--- src/rtl/tbht_pkg.sv ---
`timescale 1ns / 1ps
package tbht_pkg;

  // item opcodes carried in the mode field
  localparam logic [1:0] MODE_CLEAR   = 2'd0;
  localparam logic [1:0] MODE_ADD     = 2'd1;
  localparam logic [1:0] MODE_TOUCH   = 2'd2;
  localparam logic [1:0] MODE_RELEASE = 2'd3;

  localparam logic KIND_DOWN = 1'b0;
  localparam logic KIND_UP   = 1'b1;

  typedef struct packed {
    logic [1:0] mode;
    logic [8:0] x;
    logic [7:0] y;
    logic [8:0] width;
    logic [7:0] height;
    logic [7:0] region_id;
  } tbht_in_t;

  typedef struct packed {
    logic [7:0] button_id;
    logic       event_kind;
  } tbht_out_t;

  // packet walking down the cell row
  typedef struct packed {
    logic [1:0] op;
    logic [8:0] px;      // left edge on add, point x on touch
    logic [7:0] py;      // top edge on add, point y on touch
    logic [9:0] right;   // inclusive right edge (add)
    logic [8:0] bottom;  // inclusive bottom edge (add)
    logic [7:0] rid;     // id to store (add) or id found (touch, release)
    logic       hit;     // a region already claimed this touch
  } tbht_pkt_t;

endpackage

--- src/rtl/tbht_cell.sv ---
`timescale 1ns / 1ps
module tbht_cell #(
  parameter int unsigned MAX_REGIONS = 8,
  parameter int unsigned CELL_IDX    = 0,
  parameter int unsigned IDX_W       = (MAX_REGIONS > 1) ? $clog2(MAX_REGIONS) : 1,
  parameter int unsigned CNT_W       = $clog2(MAX_REGIONS + 1)
) (
  input  logic                 clk_i,
  input  logic                 rst_ni,
  input  logic                 valid_i,
  input  tbht_pkg::tbht_pkt_t  pkt_i,
  input  logic [IDX_W-1:0]     idx_i,
  input  logic [CNT_W-1:0]     cnt_i,
  output logic                 valid_o,
  output tbht_pkg::tbht_pkt_t  pkt_o,
  output logic [IDX_W-1:0]     idx_o,
  output logic [CNT_W-1:0]     cnt_o
);
  import tbht_pkg::*;

  localparam logic [IDX_W-1:0] MyIdx = IDX_W'(CELL_IDX);
  localparam logic [CNT_W-1:0] MyPos = CNT_W'(CELL_IDX);

  logic [8:0] left_q;
  logic [7:0] top_q;
  logic [9:0] right_q;
  logic [8:0] bottom_q;
  logic [7:0] id_q;

  logic       sel;
  logic       in_table;
  logic       pt_in_rect;
  logic       wr_en;
  tbht_pkt_t  pkt_d;
  logic [IDX_W-1:0] idx_d;

  assign sel        = (idx_i == MyIdx);
  assign in_table   = (MyPos < cnt_i);
  assign pt_in_rect = (pkt_i.px >= left_q) && ({1'b0, pkt_i.px} <= right_q) &&
                      (pkt_i.py >= top_q) && ({1'b0, pkt_i.py} <= bottom_q);
  assign wr_en      = valid_i && (pkt_i.op == MODE_ADD) && sel;

  always_comb begin
    pkt_d = pkt_i;
    idx_d = idx_i;
    case (pkt_i.op)
      MODE_TOUCH: begin
        if (!pkt_i.hit && in_table && pt_in_rect) begin
          pkt_d.hit = 1'b1;
          pkt_d.rid = id_q;
          idx_d     = MyIdx;
        end
      end
      MODE_RELEASE: begin
        if (sel) begin
          pkt_d.rid = id_q;
        end
      end
      default: ;
    endcase
  end

  // stored region; zero after reset so a release before any add reports id 0
  always_ff @(posedge clk_i or negedge rst_ni) begin
    if (!rst_ni) begin
      left_q   <= '0;
      top_q    <= '0;
      right_q  <= '0;
      bottom_q <= '0;
      id_q     <= '0;
    end else if (wr_en) begin
      left_q   <= pkt_i.px;
      top_q    <= pkt_i.py;
      right_q  <= pkt_i.right;
      bottom_q <= pkt_i.bottom;
      id_q     <= pkt_i.rid;
    end
  end

  always_ff @(posedge clk_i or negedge rst_ni) begin
    if (!rst_ni) begin
      valid_o <= 1'b0;
    end else begin
      valid_o <= valid_i;
    end
  end

  always_ff @(posedge clk_i) begin
    pkt_o <= pkt_d;
    idx_o <= idx_d;
    cnt_o <= cnt_i;
  end

endmodule

--- src/rtl/touch_button_hit_table.sv ---
`timescale 1ns / 1ps
// Channel   Direction  Handshake                 Payload
// -------   ---------  ------------------------  -----------------------------
// item      in         start & !busy             item_i  (tbht_pkg::tbht_in_t)
// result    out        res_valid_o, one cycle    res_o   (tbht_pkg::tbht_out_t)
//
// Clear items and dropped adds (table full) finish at accept; busy stays low.
// Add, touch and release items walk the cell row, one cell per cycle, from the
// inject register through every cell to the registered result; busy is high while
// such an item is in the row; one item at a time.
// Reset (rst_ni low, async) clears the table, the count and the active entry.
// The receiver cannot stall: a result is presented for one cycle only.
module touch_button_hit_table #(
  parameter int unsigned MAX_REGIONS = 8
) (
  input  logic                 clk_i,
  input  logic                 rst_ni,
  input  logic                 start,
  output logic                 busy,
  input  tbht_pkg::tbht_in_t   item_i,
  output logic                 res_valid_o,
  output tbht_pkg::tbht_out_t  res_o
);
  import tbht_pkg::*;

  localparam int unsigned IDX_W = (MAX_REGIONS > 1) ? $clog2(MAX_REGIONS) : 1;
  localparam int unsigned CNT_W = $clog2(MAX_REGIONS + 1);
  localparam logic [CNT_W-1:0] CntMax = CNT_W'(MAX_REGIONS);

  // table bookkeeping
  logic [CNT_W-1:0] cnt_q, cnt_d;       // stored regions
  logic [IDX_W-1:0] active_q, active_d; // entry of last successful touch
  logic             busy_q, busy_d;

  // row taps: index 0 is the inject register, index k the output of cell k-1
  logic             row_v   [MAX_REGIONS+1];
  tbht_pkt_t        row_pkt [MAX_REGIONS+1];
  logic [IDX_W-1:0] row_idx [MAX_REGIONS+1];
  logic [CNT_W-1:0] row_cnt [MAX_REGIONS+1];

  logic             accept;
  logic             inject;
  logic             tail_v;
  tbht_pkt_t        tail_pkt;
  logic             res_fire;

  tbht_pkt_t        inj_pkt_d;
  logic [IDX_W-1:0] inj_idx_d;
  logic             inj_v_q;
  tbht_pkt_t        inj_pkt_q;
  logic [IDX_W-1:0] inj_idx_q;
  logic [CNT_W-1:0] inj_cnt_q;

  assign busy   = busy_q;
  assign accept = start && !busy_q;

  // everything but a clear or a full-table add goes down the row
  always_comb begin
    inject = 1'b0;
    case (item_i.mode)
      MODE_CLEAR:   inject = 1'b0;
      MODE_ADD:     inject = accept && (cnt_q < CntMax);
      MODE_TOUCH:   inject = accept;
      MODE_RELEASE: inject = accept;
      default:      inject = 1'b0;
    endcase
  end

  // build the packet; add precomputes the inclusive far corner
  always_comb begin
    inj_pkt_d.op     = item_i.mode;
    inj_pkt_d.px     = item_i.x;
    inj_pkt_d.py     = item_i.y;
    inj_pkt_d.right  = {1'b0, item_i.x} + {1'b0, item_i.width};
    inj_pkt_d.bottom = {1'b0, item_i.y} + {1'b0, item_i.height};
    inj_pkt_d.rid    = item_i.region_id;
    inj_pkt_d.hit    = 1'b0;
    inj_idx_d        = (item_i.mode == MODE_ADD) ? cnt_q[IDX_W-1:0] : active_q;
  end

  assign tail_v   = row_v[MAX_REGIONS];
  assign tail_pkt = row_pkt[MAX_REGIONS];
  assign res_fire = tail_v && ((tail_pkt.op == MODE_RELEASE) ||
                               ((tail_pkt.op == MODE_TOUCH) && tail_pkt.hit));

  always_comb begin
    cnt_d    = cnt_q;
    active_d = active_q;
    busy_d   = busy_q;
    if (accept && (item_i.mode == MODE_CLEAR)) begin
      cnt_d = '0;
    end else if (inject && (item_i.mode == MODE_ADD)) begin
      cnt_d = cnt_q + 1'b1;
    end
    if (tail_v && (tail_pkt.op == MODE_TOUCH) && tail_pkt.hit) begin
      active_d = row_idx[MAX_REGIONS];
    end
    if (inject) begin
      busy_d = 1'b1;
    end else if (tail_v) begin
      busy_d = 1'b0;
    end
  end

  always_ff @(posedge clk_i or negedge rst_ni) begin
    if (!rst_ni) begin
      cnt_q       <= '0;
      active_q    <= '0;
      busy_q      <= 1'b0;
      inj_v_q     <= 1'b0;
      res_valid_o <= 1'b0;
    end else begin
      cnt_q       <= cnt_d;
      active_q    <= active_d;
      busy_q      <= busy_d;
      inj_v_q     <= inject;
      res_valid_o <= res_fire;
    end
  end

  always_ff @(posedge clk_i) begin
    inj_pkt_q <= inj_pkt_d;
    inj_idx_q <= inj_idx_d;
    inj_cnt_q <= cnt_q;
    res_o.button_id  <= tail_pkt.rid;
    res_o.event_kind <= (tail_pkt.op == MODE_RELEASE) ? KIND_UP : KIND_DOWN;
  end

  assign row_v[0]   = inj_v_q;
  assign row_pkt[0] = inj_pkt_q;
  assign row_idx[0] = inj_idx_q;
  assign row_cnt[0] = inj_cnt_q;

  // one cell per region; the lowest matching cell claims a touch first
  for (genvar g = 0; g < MAX_REGIONS; g++) begin : g_cell
    tbht_cell #(
      .MAX_REGIONS (MAX_REGIONS),
      .CELL_IDX    (g),
      .IDX_W       (IDX_W),
      .CNT_W       (CNT_W)
    ) u_cell (
      .clk_i   (clk_i),
      .rst_ni  (rst_ni),
      .valid_i (row_v[g]),
      .pkt_i   (row_pkt[g]),
      .idx_i   (row_idx[g]),
      .cnt_i   (row_cnt[g]),
      .valid_o (row_v[g+1]),
      .pkt_o   (row_pkt[g+1]),
      .idx_o   (row_idx[g+1]),
      .cnt_o   (row_cnt[g+1])
    );
  end

  // a result only appears as the row drains
  a_res_at_drain: assert property (@(posedge clk_i) disable iff (!rst_ni)
    res_valid_o |-> (!busy && $past(busy)))
    else $error("result strobe without a draining item");

  a_cnt_range: assert property (@(posedge clk_i) disable iff (!rst_ni)
    cnt_q <= CntMax)
    else $error("region count past table size");

  a_active_range: assert property (@(posedge clk_i) disable iff (!rst_ni)
    CNT_W'(active_q) < CntMax)
    else $error("active entry outside table");

  a_touch_busy: assert property (@(posedge clk_i) disable iff (!rst_ni)
    (start && !busy && (item_i.mode == MODE_TOUCH)) |=> busy)
    else $error("touch item did not enter the row");

endmodule

--- config.mk ---
export PLATFORM = sky130hd
export DESIGN_NAME = touch_button_hit_table
export DESIGN_NICKNAME = d
export VERILOG_FILES = /design/src/rtl/tbht_pkg.sv /design/src/rtl/tbht_cell.sv /design/src/rtl/touch_button_hit_table.sv
export SDC_FILE = /design/constraint.sdc
export NUM_CORES = 1
export LEC_CHECK = 0
export ABC_AREA = 1
export BUFFER_PORTS_ARGS = -buffer_cell sky130_fd_sc_hd__buf_2
export CORE_MARGIN = 2
export CORE_UTILIZATION = 50
export DETAILED_ROUTE_END_ITERATION = 6
export PLACE_DENSITY = 0.68
export SLEW_MARGIN = 20
export SYNTH_ARGS = -nofsm -noshare
export SYNTH_HDL_FRONTEND = slang
export SYNTH_HIERARCHICAL = 1
export SYNTH_SLANG_ARGS = --single-unit
--- constraint.sdc ---
create_clock -name clk_i -period 1.75 [get_ports clk_i]
set_clock_uncertainty 0.15 [all_clocks]
set_input_delay 0.35 -clock clk_i [delete_from_list [all_inputs] [get_ports clk_i]]
set_output_delay 0.35 -clock clk_i [all_outputs]
set_load 0.1 [all_outputs]
Word level (Yosys, flattened, before mapping)
Index checks and enable logic that the tools add are counted.

operators by class
  add/subtract/negate cells = 3
  magnitude comparators = 41
  eq/ne operators = 36
  muxes and demuxes = 54
  reductions and logical operators = 77

operators by type and width
  operator               count
  $pmux W8 S2            8
  $le A9 B10 Y1          8
  $ge A9 B9 Y1           8
  $le A8 B9 Y1           8
  $mux W9                8
  $ge A8 B8 Y1           8
  $mux W8                8
  $logic_and A1 B1 Y1    63
  $mux W3                17
  $eq A2 B2 Y1 const B   20
  $eq A2 B1 Y1 const B   9
  $lt A3 B4 Y1 const A   4
  $eq A3 B3 Y1 const B   4
  $add A9 B9 Y10         1
  $mux W1                10
  $add A8 B8 Y9          1
  $logic_not A1 Y1       8
  $lt A1 B4 Y1 const A   2
  $lt A2 B4 Y1 const A   2
  $mux W4                2
  $eq A3 B2 Y1 const B   2
  $add A4 B1 Y4 const B  1
  $lt A4 B4 Y1 const B   1
  $reduce_bool A2 Y1     2
  6 further kinds        6

storage, ports and cells
  flip-flop bits (word level) = 824
  output and inout bits = 11
  logic and storage cells = 341

Depth between registers and ports, before layout
Gate-level depths: netlist (run 1).

  depth after elaboration = 7
  depth in mapped cells = 15

Hierarchy
Netlist (run 1), hierarchy kept.

by module, submodules not included
  module                        times used  cells an instance  area each (sq um)  sequential area each (sq um)
  tbht_cell (g_cell[5].u_cell)  1           434                4267.8             2207.1
  tbht_cell (g_cell[7].u_cell)  1           455                4152.7             2207.1
  tbht_cell (g_cell[6].u_cell)  1           435                4141.5             2207.1
  tbht_cell (g_cell[0].u_cell)  1           446                4057.6             2207.1
  tbht_cell (g_cell[1].u_cell)  1           445                4057.6             2207.1
  tbht_cell (g_cell[4].u_cell)  1           447                4047.6             2207.1
  tbht_cell (g_cell[2].u_cell)  1           445                4043.9             2207.1
  tbht_cell (g_cell[3].u_cell)  1           441                4017.6             2207.1
  touch_button_hit_table        1           264                2533.7             1491.4

Worst setup path before layout (run 1)
No wires, ideal clock.

  path kind = flip-flop to flip-flop
  start = reg g_cell[0].u_cell.left_q[4]
  end = reg g_cell[0].u_cell.idx_o[0]
  library setup time = 117 ps
  arrival time = 1537 ps
  required time = 1483 ps
  path slack = -54 ps
  stages on the path, launching flop included = 13
  path buffers = 1
  clock period less this slack = 1804 ps
  path through = dfrtp_1 -> inv_1 -> ha_1 -> nand2_1 -> nor2_1 -> nand2_1 -> nand3_2 -> nand2_2 -> a21oi_4 -> nand4_4 -> buf_6 -> nor3_4 -> nor2_1

between the ends
  word-level cells in the longest chain between the ends = 7

RTL lines
  what                              RTL line         source
  start, declared                   tbht_cell.sv:24  logic [8:0] left_q;
  start signal, assigned            tbht_cell.sv:72  left_q <= pkt_i.px;
  $ge A9 B9 Y1                      tbht_cell.sv:39  assign pt_in_rect = (pkt_i.px >= left_q) && ({1'b0, pkt_i.px} <= right_q) &&
  $logic_and A1 B1 Y1 (2 in a row)  tbht_cell.sv:39
  $logic_and A1 B1 Y1               tbht_cell.sv:40  (pkt_i.py >= top_q) && ({1'b0, pkt_i.py} <= bottom_q);
  $logic_and A1 B1 Y1               tbht_cell.sv:48  if (!pkt_i.hit && in_table && pt_in_rect) begin
  $mux W3                           tbht_cell.sv:48
  $mux W3                           tbht_cell.sv:46  case (pkt_i.op)
  via g_cell[0].u_cell.idx_d[0]     tbht_cell.sv:35  logic [IDX_W-1:0] idx_d;
  end signal, assigned              tbht_cell.sv:90  idx_o <= idx_d;
  end, declared                     tbht_cell.sv:16  output logic [IDX_W-1:0] idx_o,

The timed path passes the listed nets, and every way through them passes these cells.
A chain may end at the register's enable or synchronous reset.

==> impl_metrics.tcl, run 1 <==
set metrics [dict create \
    cp-startpoint "g_cell[0].u_cell/bottom_q[4]" \
    path_max_fanout 8 \
    grt_first_pass_wirelength_mm 123 \
    grt_usage_pct 21.0 \
    seq_power_share_pct 49.2 \
    io_pins 58 \
    die_width_um 267 \
    dp_hpwl_mm 49.5 \
    hold_violations 0 \
    slowest_delay_ns 0.38 \
    tritoncts "done" \
    clock-root-buffer "clkbuf_16" \
    clk_latency_ns 0.63 \
    grt_antenna_before_repair 0 \
    grt_overflow 0 \
    powerDensity_nw_per_um2 935 \
    drt_iter0_drc 1456 \
    synth.cell_area_um2 34500 \
    rr_startpoint "g_cell[0].u_cell/bottom_q[4]" \
    p_int_w 0.0319 \
    routed_wl_mm 75.3 \
    syn_area_per_cell_um2 9.14 \
    ant_nets 0 \
    period_needed_ns 2.08 \
    p_leak_nw 21.3 \
    wl_per_cell_um 14.3 \
    die_area_um2 71000 \
    rsz0062_at_grt "yes" \
    route.detailed.drc 0 \
    setup_violations 96 \
    start_util_pct 50.3 \
    sw_frac_of_total_pct 23.9 \
    maxCapViolations 0 \
    ys.warnings.count 6 \
    clock_sinks 821 \
    grt_max_degree 78 \
    ff2ff_setup_slack_ns -0.33 \
    die_y_um 267 \
    cts_buffers 83 \
    syn_to_final_growth_pct 30.1 \
    total_power_w 0.0419 \
    grt_pass1_vias 25897 \
    period_share_pct 119 \
    max_freq_mhz 481 \
    drt_pass1_iterations 6 \
    p_clk_share_pct 42.7 \
    violations "negative setup slack" \
    cp_cell_sequence "inv_2, ha_4, nand2_2, inv_1, nand2_2, nand2_2, nand2_1, nand3_1, nand2_2, nand4_4, buf_12, nand2_4, nand2_2, o21ai_2" \
    drive_above_1_share_pct 29.9 \
    critPathLaunchType "flop" \
    critPathMostFrequentCell "nand2_2" \
    relSlewSlack_pct 47.9 \
    finalInstanceArea_um2 44800 \
    gp_congestion 0.806 \
    path_clk_slew_ns 0.06 \
    vias 25910 \
    combinationalPowerShare_pct 8.1 \
    hold_path.class "in2reg" \
    cp-end-kind "flop" \
    placed_area_um2 38500 \
    power_switching_w 0.0100 \
    vdd_ir_drop_max_mv 0.830 \
    cp-endpoint "g_cell[0].u_cell/pkt_o[6]" \
    crit_path_top_delay_cell "dfrtp_1" \
    rr_endpoint "g_cell[0].u_cell/pkt_o[6]" \
    required_ns 2.15 \
    avgViaCountPerCell 4.92 \
    cp.arrival_ns 2.48 \
    fin_util_pct 65.5 \
    clk_path_buf_depth 3 \
    criticalPathCategory "reg2reg" \
    setup_ws_ns -0.329 \
    fin_nets 4651 \
    status "complete, but fails checks" \
    worst_pin_slew_ns 0.779 \
    ff2ff_path_depth 14 \
    diodes 0 \
    syn_inst 3769 \
    core_area_um2 68500 \
    whs_path_depth 4 \
    h-tree-depth 3 \
    syn-num-nets 4108 \
    io_buffers 57 \
    drv_slew 0 \
    rows 96 \
]
==> worst min-delay path by stage <==
stage                     startpoint                          end
final                     item_i[13]                inj_pkt_q[14]
after global routing      item_i[21]                inj_pkt_q[23]
after CTS                 item_i[13]                inj_pkt_q[14]
after detailed placement      rst_ni  g_cell[7].u_cell/right_q[2]
after global placement        rst_ni   g_cell[7].u_cell/left_q[2]
after floorplan               rst_ni                  active_q[0]
==> sequential cells by signal, summed over array words and instances, names as in the netlist <==
name	flops
active_q	3
busy	1
cnt_q	4
g_cell.u_cell/bottom_q	72
g_cell.u_cell/cnt_o	25
g_cell.u_cell/id_q	64
g_cell.u_cell/idx_o	24
g_cell.u_cell/left_q	72
g_cell.u_cell/pkt_o	340
g_cell.u_cell/right_q	80
g_cell.u_cell/top_q	64
g_cell.u_cell/valid_o	8
inj_cnt_q	4
inj_idx_q	3
inj_pkt_q	46
inj_v_q	1
res_o	9
res_valid_o	1
==> layout by cell type (no fill, tap or decap), types with 9 or more instances in the layout <==
cell / instances
ha_1: 199
nor2_1: 333
buf_2: 45
dlygate4sd3_1: 44
nand3_1: 48
o22ai_1: 14
nand4_1: 55
a22oi_1: 16
o21ai_2: 18
nand4_4: 15
nand2_2: 120
ha_4: 89
inv_1: 489
dfxtp_2: 52
a21oi_1: 277
a21oi_2: 39
nand3_4: 11
buf_12: 26
nand3_2: 49
nor2_2: 46
dfrtp_1: 369
clkbuf_8: 14
clkinv_2: 17
nor2_4: 25
o21ai_0: 152
nand2_1: 516
buf_4: 391
inv_2: 121
clkbuf_1: 21
nand2_4: 39
o21ai_1: 79
buf_6: 28
o21a_1: 10
o21bai_1: 9
dfxtp_1: 398
clkbuf_16: 87
==> layer usage <==
layer / vias up / GRT usage [%] / share of wire (%)
met3: 174 / 3.08 / 3.1
met2: 470 / 37.0 / 49
li1: 13173 / - / -
met1: 12093 / 26.3 / 44
met5: - / 0 / 0
met4: 0 / 7.11 / 3.4
==> layout make-up <==
class,instances,area [um2]
Fill cell,5248,23600
Multi-Input combinational cell,2250,15700
Clock inverter,34,372
Inverter,618,2350
Clock buffer,121,2420
Timing Repair Buffer,538,4530
Sequential cell,821,18400
Tap cell,882,1100
==> per-stage QoR <==
step / std cells / worst slack (ns) / setup TNS (ns) / hold WS [ns]
after global routing: 5264 / -0.451 / -31.77 / 0.0776
final: 5264 / -0.329 / -21.36 / 0.0273
after CTS: 5231 / -0.288 / -16.27 / 0.00454
after floorplan: 3769 / -0.0516 / -0.365 / -0.0956
after detailed placement: 4998 / -0.318 / -22.41 / 0.0473
after global placement: 4998 / -0.293 / -18.13 / 0.0496
==> timing repair <==
item | CTS | global route
pin swaps | 117 | 171
setup buffers | 25 | 34
hold buffers | 44 | 0
gates cloned | 9 | 1
endpoints found under the setup margin | 107 | 120
resized for setup | 291 | 313
hold endpoints to repair | 416 | 0
==> critical path, delay by kind of cell, from the launching register on <==
kind	cells	cell delay, ns
adders and majority gates	1	0.20
AOI/OAI and AO/OA	1	0.17
DFF	1	0.38
buffers and inverters	3	0.34
and+or+nand+nor	9	0.76
==> power by group through the flow <==
stage | logic [W] | registers (W) | clock network (W)
floorplan | 0.00152 | 0.0207 | 0
global placement | 0.00263 | 0.0209 | 0
detailed placement | 0.00270 | 0.0209 | 0
CTS | 0.00308 | 0.0206 | 0.0183
global route | 0.00381 | 0.0207 | 0.0191
finish | 0.00340 | 0.0206 | 0.0179
Note: power is estimated with default switching activity, not from simulation.
==> run 2: changes to the inputs <==
--- a/config.mk
+++ b/config.mk
@@ -10,7 +10,9 @@
 export CORE_MARGIN = 2
 export CORE_UTILIZATION = 50
 export DETAILED_ROUTE_END_ITERATION = 6
+export GPL_ROUTABILITY_DRIVEN = 1
 export PLACE_DENSITY = 0.68
+export RECOVER_POWER = 25
 export SLEW_MARGIN = 20
 export SYNTH_ARGS = -nofsm -noshare
 export SYNTH_HDL_FRONTEND = slang
==> run 2 against run 1 <==
The flow still finishes with violations (negative setup slack); sequential power hardly changed; final cell count stayed put; sequential share of layout area hardly changed; highest routed layer unchanged.
==> impl_metrics.tcl, run 2 (synthesized netlist as in run 1, its figures left out) <==
set metrics [dict create \
    status "complete, but fails checks" \
    violations "negative setup slack" \
    avgViaCountPerCell 4.91 \
    drt_pass1_iterations 5 \
    placed_area_um2 38500 \
    top_register "g_cell.u_cell/pkt_o" \
    diodes 0 \
    grt_antenna_before_repair 0 \
    grt_max_degree 78 \
    p_leak_nw 21.3 \
    largest_register_ffs 340 \
    grt_overflow 0 \
    period_needed_ns 2.08 \
    io_buffers 57 \
    path_clk_slew_ns 0.06 \
    dp_hpwl_mm 49.5 \
    top_layer "met4" \
    finalInstanceArea_um2 44700 \
    fin_nets 4651 \
    rows 96 \
    max_freq_mhz 481 \
    start_util_pct 50.3 \
    criticalPathCategory "reg2reg" \
    rsz0062_at_grt "yes" \
    hold_path.class "in2reg" \
    powerDensity_nw_per_um2 937 \
    grt_usage_pct 21.0 \
    cts_buffers 83 \
    ant_nets 0 \
    io_pins 58 \
    tritoncts "done" \
    critPathLaunchType "flop" \
    period_share_pct 119 \
    cp-end-kind "flop" \
    required_ns 2.15 \
    cp.arrival_ns 2.48 \
    drv_slew 0 \
    slowest_delay_ns 0.38 \
    routed_wl_mm 75.2 \
    path_max_fanout 8 \
    total_power_w 0.0419 \
    nFillCells 5275 \
    cp_cell_sequence "inv_2, ha_4, nand2_2, inv_1, nand2_2, nand2_2, nand2_1, nand3_1, nand2_2, nand4_4, buf_12, nand2_4, nand2_2, o21ai_2" \
    relSlewSlack_pct 43.6 \
    clock-root-buffer "clkbuf_16" \
    route.detailed.drc 0 \
    dr_wl_met2_mm 37.0 \
    gp_congestion 0.806 \
    drt_iter0_drc 1335 \
    grt_pass1_vias 25897 \
    clk_path_buf_depth 3 \
    syn_to_final_growth_pct 29.8 \
    clock_sinks 821 \
    h-tree-depth 3 \
    setup_ws_ns -0.330 \
    clk_latency_ns 0.63 \
    met3_length_mm 2.29 \
    mostFrequentLayoutCell "nand2_1" \
    critPathMostFrequentCell "nand2_2" \
    wl_per_cell_um 14.3 \
    hold_violations 0 \
    met1Wirelength_mm 33.3 \
    vias 25850 \
    drive_above_1_share_pct 29.1 \
    largest_registers "g_cell.u_cell/pkt_o x340, g_cell.u_cell/right_q x80" \
    core_area_um2 68500 \
    vdd_ir_drop_max_mv 0.829 \
    die_area_um2 71000 \
    instances_no_fill 5264 \
    die_width_um 267 \
    worst_pin_slew_ns 0.845 \
    grt_first_pass_wirelength_mm 123 \
    maxCapViolations 0 \
    crit_path_top_delay_cell "dfrtp_1" \
    dpl.cell_count 4998 \
    layout_common_cells "nand2_1 (516), inv_1 (489), dfxtp_1 (413), buf_4 (377), dfrtp_1 (369)" \
    die_y_um 267 \
    setup_violations 291 \
]
==> run 2: layout make-up <==
type                       instances  area [um2]  share of cell area, %
tap                              882        1100                   2.47
multi-input combinational       2250       15700                   35.1
clock inverter                    34         372                  0.831
timing repair buffer             538        4470                   9.99
sequential                       821       18300                   41.0
clock buffer                     121        2420                   5.42
inverter                         618        2350                   5.24
==> run 2: timing repair <==
item / 4_1_cts / 5_1_grt
resized for setup: 291 / 313
endpoints found under the hold margin: 416 / 0
cloned: 9 / 1
buffers inserted: 25 / 34
hold buffers: 44 / 0
pin swaps: 117 / 171
setup endpoints to repair: 107 / 120
==> run 2: critical path, delay by kind of cell, from the launching register on <==
family          cells  cell delay [ns]
compound gates      1             0.17
simple gates        9             0.76
buf+inv             3             0.34
flops               1             0.38
fa+ha+maj           1             0.20
==> run 2: power by group <==
group | leakage [nW] | internal [W] | total, W | switching [W]
Sequential | 8.93 | 0.0199 | 0.0206 | 0.000776
Combinational | 11.0 | 0.00147 | 0.00338 | 0.00192
Clock | 1.37 | 0.0106 | 0.0179 | 0.00734
Total | 21.3 | 0.0319 | 0.0419 | 0.0100
==> run 2: stage by stage <==
step,hold WS (ns),setup WS [ns],util [%],TNS [ns]
2_1_floorplan,-0.0956,-0.0516,-,-0.365
3_3_place_gp,0.0496,-0.293,56.2,-18.13
3_5_place_dp,0.0473,-0.318,56.2,-22.41
4_1_cts,0.00454,-0.288,63.2,-16.27
5_1_grt,0.0777,-0.451,65.3,-83.82
6_report,0.0276,-0.330,65.3,-57.79
==> run 2: routing by layer <==
metal | vias to the layer above | global-route usage (%)
met3 | 172 | 3.08
met2 | 457 | 37.0
met5 | - | 0
li1 | 13170 | -
met4 | 0 | 7.11
met1 | 12051 | 26.3
==> run 2: final timing paths <==
path	from	end	slack (ns)	cells past startpoint
worst max-delay path	g_cell[0].u_cell/bottom_q[4]	g_cell[0].u_cell/pkt_o[6]	-0.33	14
worst min-delay path	item_i[13]	inj_pkt_q[14]	0.03	4
worst max register to register	g_cell[0].u_cell/bottom_q[4]	g_cell[0].u_cell/pkt_o[6]	-0.33	14
worst min register to register	g_cell[7].u_cell/pkt_o[5]	res_o[5]	0.17	0
max in group asynchronous	rst_ni	g_cell[1].u_cell/left_q[1]	-0.26	4
min in group asynchronous	rst_ni	g_cell[7].u_cell/right_q[3]	0.70	3
